--- config.mk ---
export PLATFORM = sky130hd
export DESIGN_NAME = hex_length_frame_receiver_unit
export DESIGN_NICKNAME = d
export VERILOG_FILES = /design/src/rtl/core/hlfr_pkg.sv /design/src/rtl/core/hex_length_frame_receiver_unit.sv /design/src/rtl/core/hlfr_step.sv
export VERILOG_INCLUDE_DIRS = /design/src /design/src/rtl/core
export SDC_FILE = /design/constraint.sdc
export NUM_CORES = 1
export LEC_CHECK = 0
export ABC_AREA = 0
export BUFFER_PORTS_ARGS = -buffer_cell sky130_fd_sc_hd__buf_2
export CAP_MARGIN = 25
export CORE_ASPECT_RATIO = 0.8
export CORE_UTILIZATION = 45
export CTS_CLUSTER_SIZE = 20
export DETAILED_ROUTE_END_ITERATION = 7
export GPL_TIMING_DRIVEN = 0
export PLACE_DENSITY = 0.66
export SLEW_MARGIN = 10
export SYNTH_ARGS = -nofsm -noshare
export SYNTH_HDL_FRONTEND = slang
export SYNTH_HIERARCHICAL = 1
export SYNTH_SLANG_ARGS = --single-unit
--- constraint.sdc ---
create_clock -name clk -period 6.7 [get_ports clk]
set_clock_uncertainty 0.15 [all_clocks]
set_input_delay 1.005 -clock clk [delete_from_list [all_inputs] [get_ports clk]]
set_output_delay 1.005 -clock clk [all_outputs]
set_load 0.05 [all_outputs]
--- src/rtl/core/hex_length_frame_receiver_unit_assert.svh ---
// ---------------------------------------------------------------------------
// Assertion macros for the hex length frame receiver
// Clocked on clk, disabled while rst_n is low.
// ---------------------------------------------------------------------------
`ifndef HEX_LENGTH_FRAME_RECEIVER_UNIT_ASSERT_SVH
`define HEX_LENGTH_FRAME_RECEIVER_UNIT_ASSERT_SVH

// Same-cycle implication
`define HLFR_ASSERT_NOW(lbl, ante, cons, msg) \
  lbl: assert property (@(posedge clk) disable iff (!rst_n) (ante) |-> (cons)) else $error(msg);

// Next-cycle implication
`define HLFR_ASSERT_NEXT(lbl, ante, cons, msg) \
  lbl: assert property (@(posedge clk) disable iff (!rst_n) (ante) |=> (cons)) else $error(msg);

`endif

--- src/rtl/core/hlfr_pkg.sv ---
// ---------------------------------------------------------------------------
// hlfr_pkg
// Types, codes and helpers shared by the hex length frame receiver.
// ---------------------------------------------------------------------------
package hlfr_pkg;

  localparam int unsigned BYTE_W   = 8;
  localparam int unsigned TICK_W   = 8;
  localparam int unsigned POS_W    = 3;
  localparam int unsigned NIB_W    = 4;
  localparam int unsigned STATUS_W = 2;

  localparam logic [TICK_W-1:0] TIMEOUT_RST = 8'd5;

  // header positions
  localparam logic [POS_W-1:0] POS_IDLE  = 3'd0;
  localparam logic [POS_W-1:0] POS_PRE1  = 3'd1;
  localparam logic [POS_W-1:0] POS_PRE2  = 3'd2;
  localparam logic [POS_W-1:0] POS_PRE3  = 3'd3;
  localparam logic [POS_W-1:0] POS_LENHI = 3'd4;
  localparam logic [POS_W-1:0] POS_LENLO = 3'd5;
  localparam logic [POS_W-1:0] POS_DATA  = 3'd6;

  // input kinds
  localparam logic OP_BYTE = 1'b0;
  localparam logic OP_TICK = 1'b1;

  // result status codes
  localparam logic [STATUS_W-1:0] ST_PAYLOAD = 2'd0;
  localparam logic [STATUS_W-1:0] ST_EMPTY   = 2'd1;
  localparam logic [STATUS_W-1:0] ST_BAD_PRE = 2'd2;
  localparam logic [STATUS_W-1:0] ST_TIMEOUT = 2'd3;

  localparam logic [BYTE_W-1:0] CHR_F    = 8'h66;
  localparam logic [BYTE_W-1:0] CHR_E    = 8'h65;
  localparam logic [BYTE_W-1:0] CHR_0    = 8'h30;
  localparam logic [BYTE_W-1:0] CHR_9    = 8'h39;
  localparam logic [BYTE_W-1:0] CHR_A_LC = 8'h61;

  typedef struct packed {
    logic [POS_W-1:0]  pos;
    logic [BYTE_W-1:0] rem;
    logic [TICK_W-1:0] ticks;
    logic              mis;
    logic [NIB_W-1:0]  hi;
  } hlfr_state_t;

  typedef struct packed {
    logic                vld;
    logic [STATUS_W-1:0] status;
    logic [BYTE_W-1:0]   data;
    logic                last;
  } hlfr_result_t;

  // lower-case hex character to nibble, anything else gives 0
  function automatic logic [NIB_W-1:0] hex_digit(input logic [BYTE_W-1:0] c);
    logic [BYTE_W-1:0] d;
    d = '0;
    if (c >= CHR_0 && c <= CHR_9) begin
      d = c - CHR_0;
    end else if (c >= CHR_A_LC && c <= CHR_F) begin
      d = c - CHR_A_LC + 8'd10;
    end
    return d[NIB_W-1:0];
  endfunction

endpackage

--- src/rtl/core/hex_length_frame_receiver_unit.sv ---
// ---------------------------------------------------------------------------
// hex_length_frame_receiver_unit
// Frame receiver for "fffe" + two hex length digits + payload.
// ---------------------------------------------------------------------------
// Input channel in_*: one item per serial byte (in_tuser = 0, byte on
// in_tdata) or per time tick (in_tuser = 1). Result channel out_*: one item
// per payload byte (status 0, byte on out_tdata) or per frame event: empty
// frame, bad preamble, timeout (status 1..3, out_tdata = 0). out_tlast marks
// the final item of a frame or abort. Many input items give no result.
// cfg_wr_en/cfg_wr_data load the inter-byte timeout in ticks (reset 5); a
// new value is used from the next byte or frame end.
// The result passes through the input register, then the result register.
// Throughput: one item per cycle while the result side does not stall; the
// per-item state update is combinational logic.
// Reset clears both valid flags and the frame state; no setup is needed.
// When a result waits with out_tready low, the result register holds, the
// input register takes one more item if it is empty, then in_tready drops.
// ---------------------------------------------------------------------------
module hex_length_frame_receiver_unit
  import hlfr_pkg::*;
(
  input  logic              clk,
  input  logic              rst_n,
  input  logic              in_tvalid,
  output logic              in_tready,
  input  logic [7:0]        in_tdata,    // [7:0] rx_byte
  input  logic              in_tuser,    // [0] op
  output logic              out_tvalid,
  input  logic              out_tready,
  output logic [7:0]        out_tdata,   // [7:0] payload_byte
  output logic [1:0]        out_tuser,   // [1:0] status
  output logic              out_tlast,
  input  logic              cfg_wr_en,
  input  logic [7:0]        cfg_wr_data  // byte_timeout_ticks
);

  logic              in_vld_r;
  logic [BYTE_W-1:0] in_byte_r;
  logic              in_op_r;
  logic [TICK_W-1:0] timeout_r;
  hlfr_state_t       st_r;
  hlfr_state_t       st_nxt;
  hlfr_result_t      step_res;
  hlfr_result_t      out_r;
  logic              advance;

  assign advance   = in_vld_r && (!out_r.vld || out_tready);
  assign in_tready = !in_vld_r || advance;

  hlfr_step u_step (
    .cur     (st_r),
    .op      (in_op_r),
    .rx_byte (in_byte_r),
    .timeout (timeout_r),
    .nxt     (st_nxt),
    .res     (step_res)
  );

  always_ff @(posedge clk) begin
    if (!rst_n) begin
      timeout_r <= TIMEOUT_RST;
    end else if (cfg_wr_en) begin
      timeout_r <= cfg_wr_data;
    end
  end

  // input register
  always_ff @(posedge clk) begin
    if (!rst_n) begin
      in_vld_r <= 1'b0;
    end else if (in_tready) begin
      in_vld_r <= in_tvalid;
    end
  end

  always_ff @(posedge clk) begin
    if (in_tvalid && in_tready) begin
      in_byte_r <= in_tdata;
      in_op_r   <= in_tuser;
    end
  end

  // frame state
  always_ff @(posedge clk) begin
    if (!rst_n) begin
      st_r <= '{pos: POS_IDLE, rem: '0, ticks: TIMEOUT_RST, mis: 1'b0, hi: '0};
    end else if (advance) begin
      st_r <= st_nxt;
    end
  end

  // result register
  always_ff @(posedge clk) begin
    if (!rst_n) begin
      out_r.vld <= 1'b0;
    end else if (advance) begin
      out_r.vld <= step_res.vld;
    end else if (out_tready) begin
      out_r.vld <= 1'b0;
    end
    if (advance && step_res.vld) begin
      out_r.status <= step_res.status;
      out_r.data   <= step_res.data;
      out_r.last   <= step_res.last;
    end
  end

  assign out_tvalid = out_r.vld;
  assign out_tdata  = out_r.data;
  assign out_tuser  = out_r.status;
  assign out_tlast  = out_r.last;

`include "hex_length_frame_receiver_unit_assert.svh"

  `HLFR_ASSERT_NOW(a_event_is_last, out_r.vld && out_r.status != ST_PAYLOAD, out_r.last, "frame event result without last")
  `HLFR_ASSERT_NEXT(a_last_ends_frame, advance && step_res.vld && step_res.last, st_r.pos == POS_IDLE, "frame state not cleared after last item")
  `HLFR_ASSERT_NEXT(a_in_hold, in_vld_r && !advance, in_vld_r && $stable(in_byte_r) && $stable(in_op_r), "buffered input item lost while stalled")
  `HLFR_ASSERT_NOW(a_mis_in_preamble, st_r.mis, st_r.pos == POS_PRE1 || st_r.pos == POS_PRE2 || st_r.pos == POS_PRE3, "preamble mismatch flag outside preamble")

endmodule

--- src/rtl/core/hlfr_step.sv ---
// ---------------------------------------------------------------------------
// hlfr_step
// Next-state and result logic for one received byte or tick.
// ---------------------------------------------------------------------------
module hlfr_step
  import hlfr_pkg::*;
(
  input  hlfr_state_t       cur,
  input  logic              op,
  input  logic [BYTE_W-1:0] rx_byte,
  input  logic [TICK_W-1:0] timeout,
  output hlfr_state_t       nxt,
  output hlfr_result_t      res
);

  hlfr_state_t       clr;
  logic              mis_n;
  logic [BYTE_W-1:0] want;
  logic [BYTE_W-1:0] len;

  always_comb begin
    clr       = '0;
    clr.ticks = timeout;

    want  = (cur.pos == POS_PRE3) ? CHR_E : CHR_F;
    mis_n = cur.mis | (rx_byte != want);
    len   = {cur.hi, hex_digit(rx_byte)};

    nxt = cur;
    res = '0;

    if (op == OP_TICK) begin
      if (cur.pos != POS_IDLE) begin
        if (cur.ticks <= 8'd1) begin
          nxt        = clr;
          res.vld    = 1'b1;
          res.status = ST_TIMEOUT;
          res.last   = 1'b1;
        end else begin
          nxt.ticks = cur.ticks - 8'd1;
        end
      end
    end else begin
      nxt.ticks = timeout;
      unique case (cur.pos)
        POS_IDLE, POS_PRE1, POS_PRE2, POS_PRE3: begin
          if (cur.pos == POS_PRE3 && mis_n) begin
            nxt        = clr;
            res.vld    = 1'b1;
            res.status = ST_BAD_PRE;
            res.last   = 1'b1;
          end else begin
            nxt.pos = cur.pos + 3'd1;
            nxt.mis = mis_n;
          end
        end
        POS_LENHI: begin
          nxt.hi  = hex_digit(rx_byte);
          nxt.pos = POS_LENLO;
        end
        POS_LENLO: begin
          if (len == '0) begin
            nxt        = clr;
            res.vld    = 1'b1;
            res.status = ST_EMPTY;
            res.last   = 1'b1;
          end else begin
            nxt.pos = POS_DATA;
            nxt.rem = len;
          end
        end
        default: begin
          res.vld    = 1'b1;
          res.status = ST_PAYLOAD;
          res.data   = rx_byte;
          if (cur.rem <= 8'd1) begin
            nxt      = clr;
            res.last = 1'b1;
          end else begin
            nxt.rem = cur.rem - 8'd1;
          end
        end
      endcase
    end
  end

endmodule

## Word level (Yosys, flattened, before mapping)

Index checks and enable logic that the tools add are counted.

| storage, ports and cells | value |
|---|---|
| register bits | 54 |
| bits in latches | 0 |
| memory bits (writable) | 0 |
| memory bits (read-only) | 0 |
| input bits | 22 |
| output and inout bits | 13 |
| logic and storage cells | 95 |
| memories | 0 |

| cells by class | value |
|---|---|
| add/subtract/negate cells | 6 |
| multiply operators | 0 |
| divide/modulo/power cells | 0 |
| order comparisons | 6 |
| equality and inequality tests | 11 |
| shifts and indexed selects | 0 |
| muxes and demuxes | 35 |
| bitwise gates (word level) | 1 |
| reduce and logical (&&, ||, !) cells | 23 |

Operators by type and width:

| kind | number |
|---|---|
| $pmux W17 S3 | 1 |
| $mux W24 | 2 |
| $mux W11 | 2 |
| $mux W3 | 7 |
| $pmux W3 S3 | 2 |
| $le A8 B1 Y1 const B | 2 |
| $mux W16 | 1 |
| $mux W8 | 2 |
| $sub A8 B1 Y8 const B | 2 |
| $mux W5 | 3 |
| $mux W4 | 3 |
| $pmux W4 S3 | 1 |
| $reduce_and A6 Y1 | 2 |
| $mux W1 | 9 |
| $ge A8 B6 Y1 const B | 1 |
| $ge A8 B7 Y1 const B | 1 |
| $le A8 B6 Y1 const B | 1 |
| $le A8 B7 Y1 const B | 1 |
| $logic_not A8 Y1 | 1 |
| $ne A8 B7 Y1 | 1 |
| $sub A4 B1 Y4 const B | 2 |
| $reduce_or A7 Y1 | 1 |
| $eq A3 B2 Y1 const B | 2 |
| $eq A3 B3 Y1 const B | 2 |
| other kinds (21) | 30 |

## Logic depth before layout (Yosys ltp)

Gate-level depths: netlist of run 1.

| depth | value |
|---|---|
| word-level depth | 9 |
| depth in mapped cells | 11 |

## Hierarchy

Netlist of run 1, hierarchy kept.

Modules (own cells, without submodules):

| module | times used | cells an instance | area each (um2) | sequential area each (um2) |
|---|---|---|---|---|
| hex_length_frame_receiver_unit | 1 | 163 | 1989.4 | 1281.2 |
| hlfr_step | 1 | 206 | 1405.1 | 0.0 |

## Worst setup path after synthesis of run 1

Ideal clock, no wire load.

| path | value |
|---|---|
| path type | register to register |
| start point | register in_byte_r[1] |
| end point | register out_r, in the netlist out_tdata[0], enable pin |
| setup time | 0.378 ns |
| arrival time | 2.320 ns |
| slack | 3.852 ns |
| cell stages (with the launch flop) | 10 |
| clock period less this slack | 2.848 ns |
| path through | edfxtp_1 -> inv_1 -> ha_1 -> nor3b_1 -> nor3_1 -> o211ai_1 -> a41oi_1 -> a21oi_1 -> nand2_1 -> nor2_1 |

RTL lines:

| element | line | text |
|---|---|---|
| start: declaration | hex_length_frame_receiver_unit.sv:38 | `logic [BYTE_W-1:0] in_byte_r;` |
| start signal: assignment | hex_length_frame_receiver_unit.sv:78 | `in_byte_r <= in_tdata;` |
| end: declaration | hex_length_frame_receiver_unit.sv:44 | `hlfr_result_t out_r;` |

==> flow_summary_export.csv, run 1 <==
group,metric,value,unit
clock_network,cts_setup_buffers,0,
clock_network,clk_path_buf_depth,2,
clock_network,cts.clk_slew.worst_paths,0.10,ns
floorplanning,initial_core_util,47.8,%
worst_setup_path,worstPathMaxFanout,8,
timing,slew-limit-headroom,59.0,%
logic_synthesis,synth_area,3390,um^2
drt,routed_wl,8040,um
logic_synthesis,synth_edf_count,20,
floorplanning,core.rowCount,27,
hold_path,hold_path_startpoint,"st_r[23]",
clock_network,cts_resized,0,
drt,drc,0,
drt,ant_nets,0,
logic_synthesis,synth_top_area_share,20.1,%
logic_synthesis,ys_top_cells_by_area,"dfxtp_1 (20%), edfxtp_1 (18%), mux2i_1 (9.1%), nand2_1 (7.3%), ha_1 (4.8%)",
timing,setup_slack,3.23,ns
finish,layout.nets,444,
finish,layout-drive-gt1-share,16.8,%
timing,grt_setup_unrepaired,"false",
logic_synthesis,ys_seq_area_share,37.7,%
power_and_ir_drop,ir_drop,0.0748,mV
timing,period_share,51.7,%
clock_network,cts_buffers,5,
place,place_ws,3.01,ns
place,dp.final_hpwl,6110,um
grt,grt_pass1_wl,13300,um
clock_network,cts_sinks,54,
timing,hold_viol,0,
drt,drtIter0Drc,195,
logic_synthesis,synth_nets,404,
logic_synthesis,synth-main-ff-cell,"dfxtp_1",
grt,grt_pass1_vias,2664,
floorplanning,die_width,99.1,um
drt,via_count,2832,
logic_synthesis,async_reset_ff_share,0,%
timing,drv_slew,0,
hold_path,hp-class,"register to register",
worst_setup_path,cp_data_arrival_time,3.34,ns
logic_synthesis,synth_cells,369,
finish,final_util,53.3,%
logic_synthesis,synth-seq-cells,54,
worst_setup_path,crit_required,6.57,ns
timing,fmax,0.289,GHz
worst_setup_path,crit_type,"register to register",
floorplanning,die_area,7900,um^2
place,place.gp.congestion,0.892,
clock_network,htree_levels,2,
clock_network,clkLatencyLatePin,0.31,ns
finish,antennaDiodeCount,0,
grt,grt.overflow.total,0,
worst_setup_path,startpoint_type,"register",
logic_synthesis,yosys.cell_types.count,63,
flow_run,drv_cap,0,
timing,fin_setup_tns,0,ns
timing,worst_slew_pin_slew,0.615,ns
floorplanning,die_y,79.7,um
status,status,"finished clean",
power_and_ir_drop,p_leak,0.00148,uW
drt,firstDrtPassIters,4,
grt,antenna_found_initial,0,
floorplanning,io_pins,35,
worst_setup_path,cp-end-kind,"register",
logic_synthesis,ys.warnings.count,6,
grt,grt_max_degree,17,
grt,grt.total_usage,21.7,%
timing,period_minus_slack,3.47,ns
logic_synthesis,synthTopCellsByCount,"nand2_1 (66), dfxtp_1 (34), mux2i_1 (31)",
power_and_ir_drop,powerDensity,179,nW/um^2
clock_network,ctsHoldBuffers,0,
worst_setup_path,regToRegStartpoint,"in_byte_r[1]",
clock_network,cts_tree,"yes",
logic_synthesis,yosysMostFrequentCell,"nand2_1",
floorplanning,core-area,7090,um^2
logic_synthesis,synth_top_area_cell,"dfxtp_1",
clock_network,root_buffer,"clkbuf_8",
finish,syn_to_final_growth,11.4,%
drt,wl_per_cell,16.2,um
timing,setup_viol,0,
logic_synthesis,synth.avg_cell_area,9.20,um^2
drt,avgViaCountPerCell,5.70,
worst_setup_path,cp-startpoint,"in_byte_r[1]",
place,portBuffers,32,
worst max-delay path: stages (launching register included):
cell      delay, ns
edfxtp_1       0.51
inv_1          0.17
ha_1           0.18
nor3b_1        0.43
nor3_1         0.12
o211ai_1       0.38
a41oi_1        0.31
a21oi_1        0.26
nand2_1        0.07
nor2_1         0.33
buf_4          0.26
per-layer routing:
layer	GRT usage (%)	share of wire (%)	wire length (um)	vias to the layer above
met5	0	0	0	-
met4	6.18	0.51	41	0
met3	4.73	4.7	375	5
met2	32.7	45	3580	57
met1	31.0	50	4040	1365
li1	-	-	-	1405
report_power, final:
part	internal (uW)	total [uW]	switching (uW)	leakage [uW]
clock	112	221	110	0.0000514
combinational	37.2	95.0	57.8	0.000952
sequential	350	360	9.98	0.000475
total	499	677	177	0.00148
cells in the final DEF (no fill, tap or decap), types with 3 or more instances in the layout:
master / netlist / routed
o31ai_1: 3 / 3
nor3b_1: 11 / 11
nor2_1: 20 / 20
buf_2: 9 / 41
nand2b_1: 5 / 5
dfxtp_1: 34 / 34
a21oi_1: 9 / 9
ha_1: 13 / 13
o21ai_0: 13 / 13
a21o_1: 4 / 4
xnor2_1: 3 / 3
clkbuf_8: 0 / 5
nor3_1: 8 / 8
a221o_1: 8 / 8
mux2i_1: 31 / 31
o211ai_1: 4 / 4
nor2b_1: 12 / 12
nor4_1: 6 / 6
nand2_1: 66 / 66
edfxtp_1: 20 / 20
and2_1: 9 / 9
nand3_1: 4 / 4
a22o_1: 7 / 7
inv_1: 13 / 13
a31oi_1: 3 / 3
clkbuf_1: 6 / 7
final timing paths:
| kind | end | slack [ns] | depth (start not counted) |
|---|---|---|---|
| setup / recovery | out_tlast | 3.23 | 10 |
| hold / removal | st_r[23] | 0.34 | 2 |
| setup reg to reg | out_tlast | 3.23 | 10 |
| hold reg to reg | st_r[23] | 0.34 | 2 |
through the flow:
stage | area [um^2] | std cells | hold slack [ns] | power [uW]
floorplan | 3390 | 369 | 0.291 | 434
global placement | 3660 | 488 | 0.309 | 459
detailed placement | 3660 | 488 | 0.317 | 461
CTS | 3770 | 496 | 0.340 | 682
global route | 3780 | 497 | 0.375 | 710
finish | 3780 | 497 | 0.336 | 677
logic make-up (layout without fill, tap and decap cells):
group / after synthesis / in the layout / share of synthesized area [%]
adders and majority gates: 13 / 13 / 4.79
xor gates and xnor gates: 5 / 5 / 1.29
muxes: 32 / 32 / 9.47
DFF: 54 / 54 / 37.7
and+or+nand+nor: 160 / 160 / 25.4
buffers and inverters: 32 / 73 / 5.05
AOI/OAI and AO/OA: 73 / 73 / 16.3
registers in the layout, summed over array words and instances (netlist names):
register    cells
in_byte_r       8
in_op_r         1
in_vld_r        1
out_tdata       8
out_tlast       1
out_tuser       2
out_tvalid      1
st_r           24
timeout_r       8
layout make-up:
class / instances / area, um^2
Clock buffer: 6 / 72.6
Buffer: 18 / 119
Timing Repair Buffer: 33 / 168
Clock inverter: 2 / 37.5
Tap cell: 87 / 109
Inverter: 14 / 52.6
Fill cell: 673 / 3310
Multi-Input combinational cell: 283 / 1940
Sequential cell: 54 / 1280
No activity file was read; power rests on OpenSTA's default activity.
==> run 2, diff against run 1 <==
==> constraint.sdc (replaced) <==
create_clock -name clk -period 3.62 [get_ports clk]
set_clock_uncertainty 0.15 [all_clocks]
set_input_delay 0.543 -clock clk [delete_from_list [all_inputs] [get_ports clk]]
set_output_delay 0.543 -clock clk [all_outputs]
set_load 0.05 [all_outputs]
==> flow_summary_export.csv, run 2 (synthesized netlist as in run 1, its figures left out) <==
group,metric,value,unit
grt,antenna_found_initial,0,
place,placedCellCount,488,
power_and_ir_drop,pwr-share-clk,32.8,%
place,place.gp.congestion,0.892,
power_and_ir_drop,powerDensity,332,nW/um^2
clock_network,cts_buffers,5,
worst_setup_path,cp_data_arrival_time,3.11,ns
power_and_ir_drop,p_leak,0.00147,uW
worst_setup_path,cp-end-kind,"register",
grt,grt_pass1_wl,13300,um
power_and_ir_drop,intPower,924,uW
place,portBuffers,32,
clock_network,cts.clk_slew.worst_paths,0.10,ns
finish,final_cell_mix,"nand2_1 (66), buf_2 (41), dfxtp_1 (34)",
clock_network,clkLatencyLatePin,0.31,ns
finish,stdcell_area,3780,um^2
grt,grt.overflow.total,0,
drt,ant_nets,0,
clock_network,ctsHoldBuffers,0,
power_and_ir_drop,seqPwrFrac,53.1,%
floorplanning,io_pins,35,
clock_network,cts_sinks,54,
grt,grt_pass1_vias,2664,
power_and_ir_drop,pwr-share-comb,14.0,%
clock_network,cts_tree,"yes",
finish,num-fill-cells,671,
worst_setup_path,crit_type,"register to register",
worst_setup_path,crit_required,3.45,ns
floorplanning,die_width,99.1,um
timing,fmax,0.305,GHz
place,placed_area,3660,um^2
floorplanning,core.rowCount,27,
timing,period_minus_slack,3.28,ns
worst_setup_path,cp_top_family,"simple AND/OR/NAND/NOR gates",
finish,antennaDiodeCount,0,
timing,hold_viol,0,
timing,period_share,90.7,%
drt,firstDrtPassIters,4,
worst_setup_path,max_stage_delay,0.51,ns
worst_setup_path,crit_slowest_cell,"edfxtp_1",
finish,layout.nets,443,
drt,drc,0,
power_and_ir_drop,p_switching,331,uW
worst_setup_path,worstPathMaxFanout,11,
drt,routed_wl,8100,um
drt,avgViaCountPerCell,5.79,
flow_run,drv_cap,0,
floorplanning,die_area,7900,um^2
status,status,"finished clean",
drt,drtIter0Drc,194,
finish,largest_register_ff_count,24,
grt,grt.total_usage,21.7,%
timing,drv_slew,0,
clock_network,cts_setup_buffers,0,
timing,grt_setup_unrepaired,"false",
clock_network,htree_levels,2,
timing,slew-limit-headroom,58.6,%
worst_setup_path,path_cells,"inv_1, ha_1, nor3b_1, nor3_1, o211ai_1, a41oi_1, a21oi_1, nand2_1, nor2_4",
finish,final_common_cell,"nand2_1",
drt,wl_per_cell,16.3,um
timing,setup_viol,0,
finish,fin_cells,496,
worst_setup_path,path_buf_inv,1,
finish,syn_to_final_growth,11.4,%
place,dp.final_hpwl,6110,um
finish,layout-drive-gt1-share,16.9,%
floorplanning,core-area,7090,um^2
power_and_ir_drop,swShare,26.4,%
hold_path,hp-class,"input pin to register",
floorplanning,die_y,79.7,um
clock_network,root_buffer,"clkbuf_8",
power_and_ir_drop,ir_drop,0.138,mV
floorplanning,initial_core_util,47.8,%
clock_network,clk_path_buf_depth,2,
timing,worst_slew_pin_slew,0.622,ns
grt,grt_max_degree,17,
finish,regMostFlops,"st_r",
worst_setup_path,startpoint_type,"register",
drt,via_count,2870,
## run 2: cell types whose count changed in the layout (fill, tap and decap cells not counted), sizes merged
cell,before,now
buf,45,44
## run 2: power groups by stage
| stage | Combinational (uW) | Clock (uW) | Sequential [uW] |
|---|---|---|---|
| after floorplan | 122 | 0 | 682 |
| after global placement | 169 | 0 | 680 |
| after detailed placement | 173 | 0 | 680 |
| after CTS | 174 | 422 | 667 |
| after global routing | 192 | 452 | 670 |
| final | 176 | 412 | 667 |
## run 2: worst paths after layout
check | from | endpoint | slack, ns | cells past startpoint
hold / removal | in_tdata[1] | in_byte_r[1] | 0.25 | 1
hold reg to reg | st_r[23] | st_r[23] | 0.33 | 2
setup reg to reg | in_byte_r[1] | out_tdata[3] | 0.34 | 9
setup / recovery | in_byte_r[1] | out_tdata[3] | 0.34 | 9
## run 2: final cells by class
type / count / area [um^2] / area share, %
Multi-Input combinational cell: 283 / 1950 / 51.6
Sequential cell: 54 / 1280 / 33.9
Timing Repair Buffer: 32 / 160 / 4.24
Buffer: 18 / 119 / 3.14
Tap cell: 87 / 109 / 2.88
Clock buffer: 6 / 72.6 / 1.92
Inverter: 14 / 52.6 / 1.39
Clock inverter: 2 / 37.5 / 0.993
## run 2: routing by layer
metal,wire (um),track usage [%],up-vias
li1,-,-,1404
met1,3910,31.0,1380
met2,3570,32.7,77
met3,552,4.73,9
met4,61,6.18,0
met5,0,0,-
## run 2: timing repair
action	in CTS	in global routing
resized for setup	1	1
hold endpoints to repair	0	0
endpoints found under the setup margin	11	11
pin swaps	0	0
## run 2: through the flow
stage | hold slack [ns] | setup TNS, ns | worst slack [ns] | util [%] | total power (uW)
CTS | 0.242 | 0 | 0.202 | 53.2 | 1260
floorplan | 0.291 | 0 | 0.772 | - | 804
global route | 0.226 | 0 | 0.151 | 53.3 | 1310
detailed placement | 0.317 | -0.774 | -0.0709 | 51.6 | 854
finish | 0.247 | 0 | 0.338 | 53.3 | 1250
global placement | 0.309 | 0 | 0.0162 | 51.6 | 849
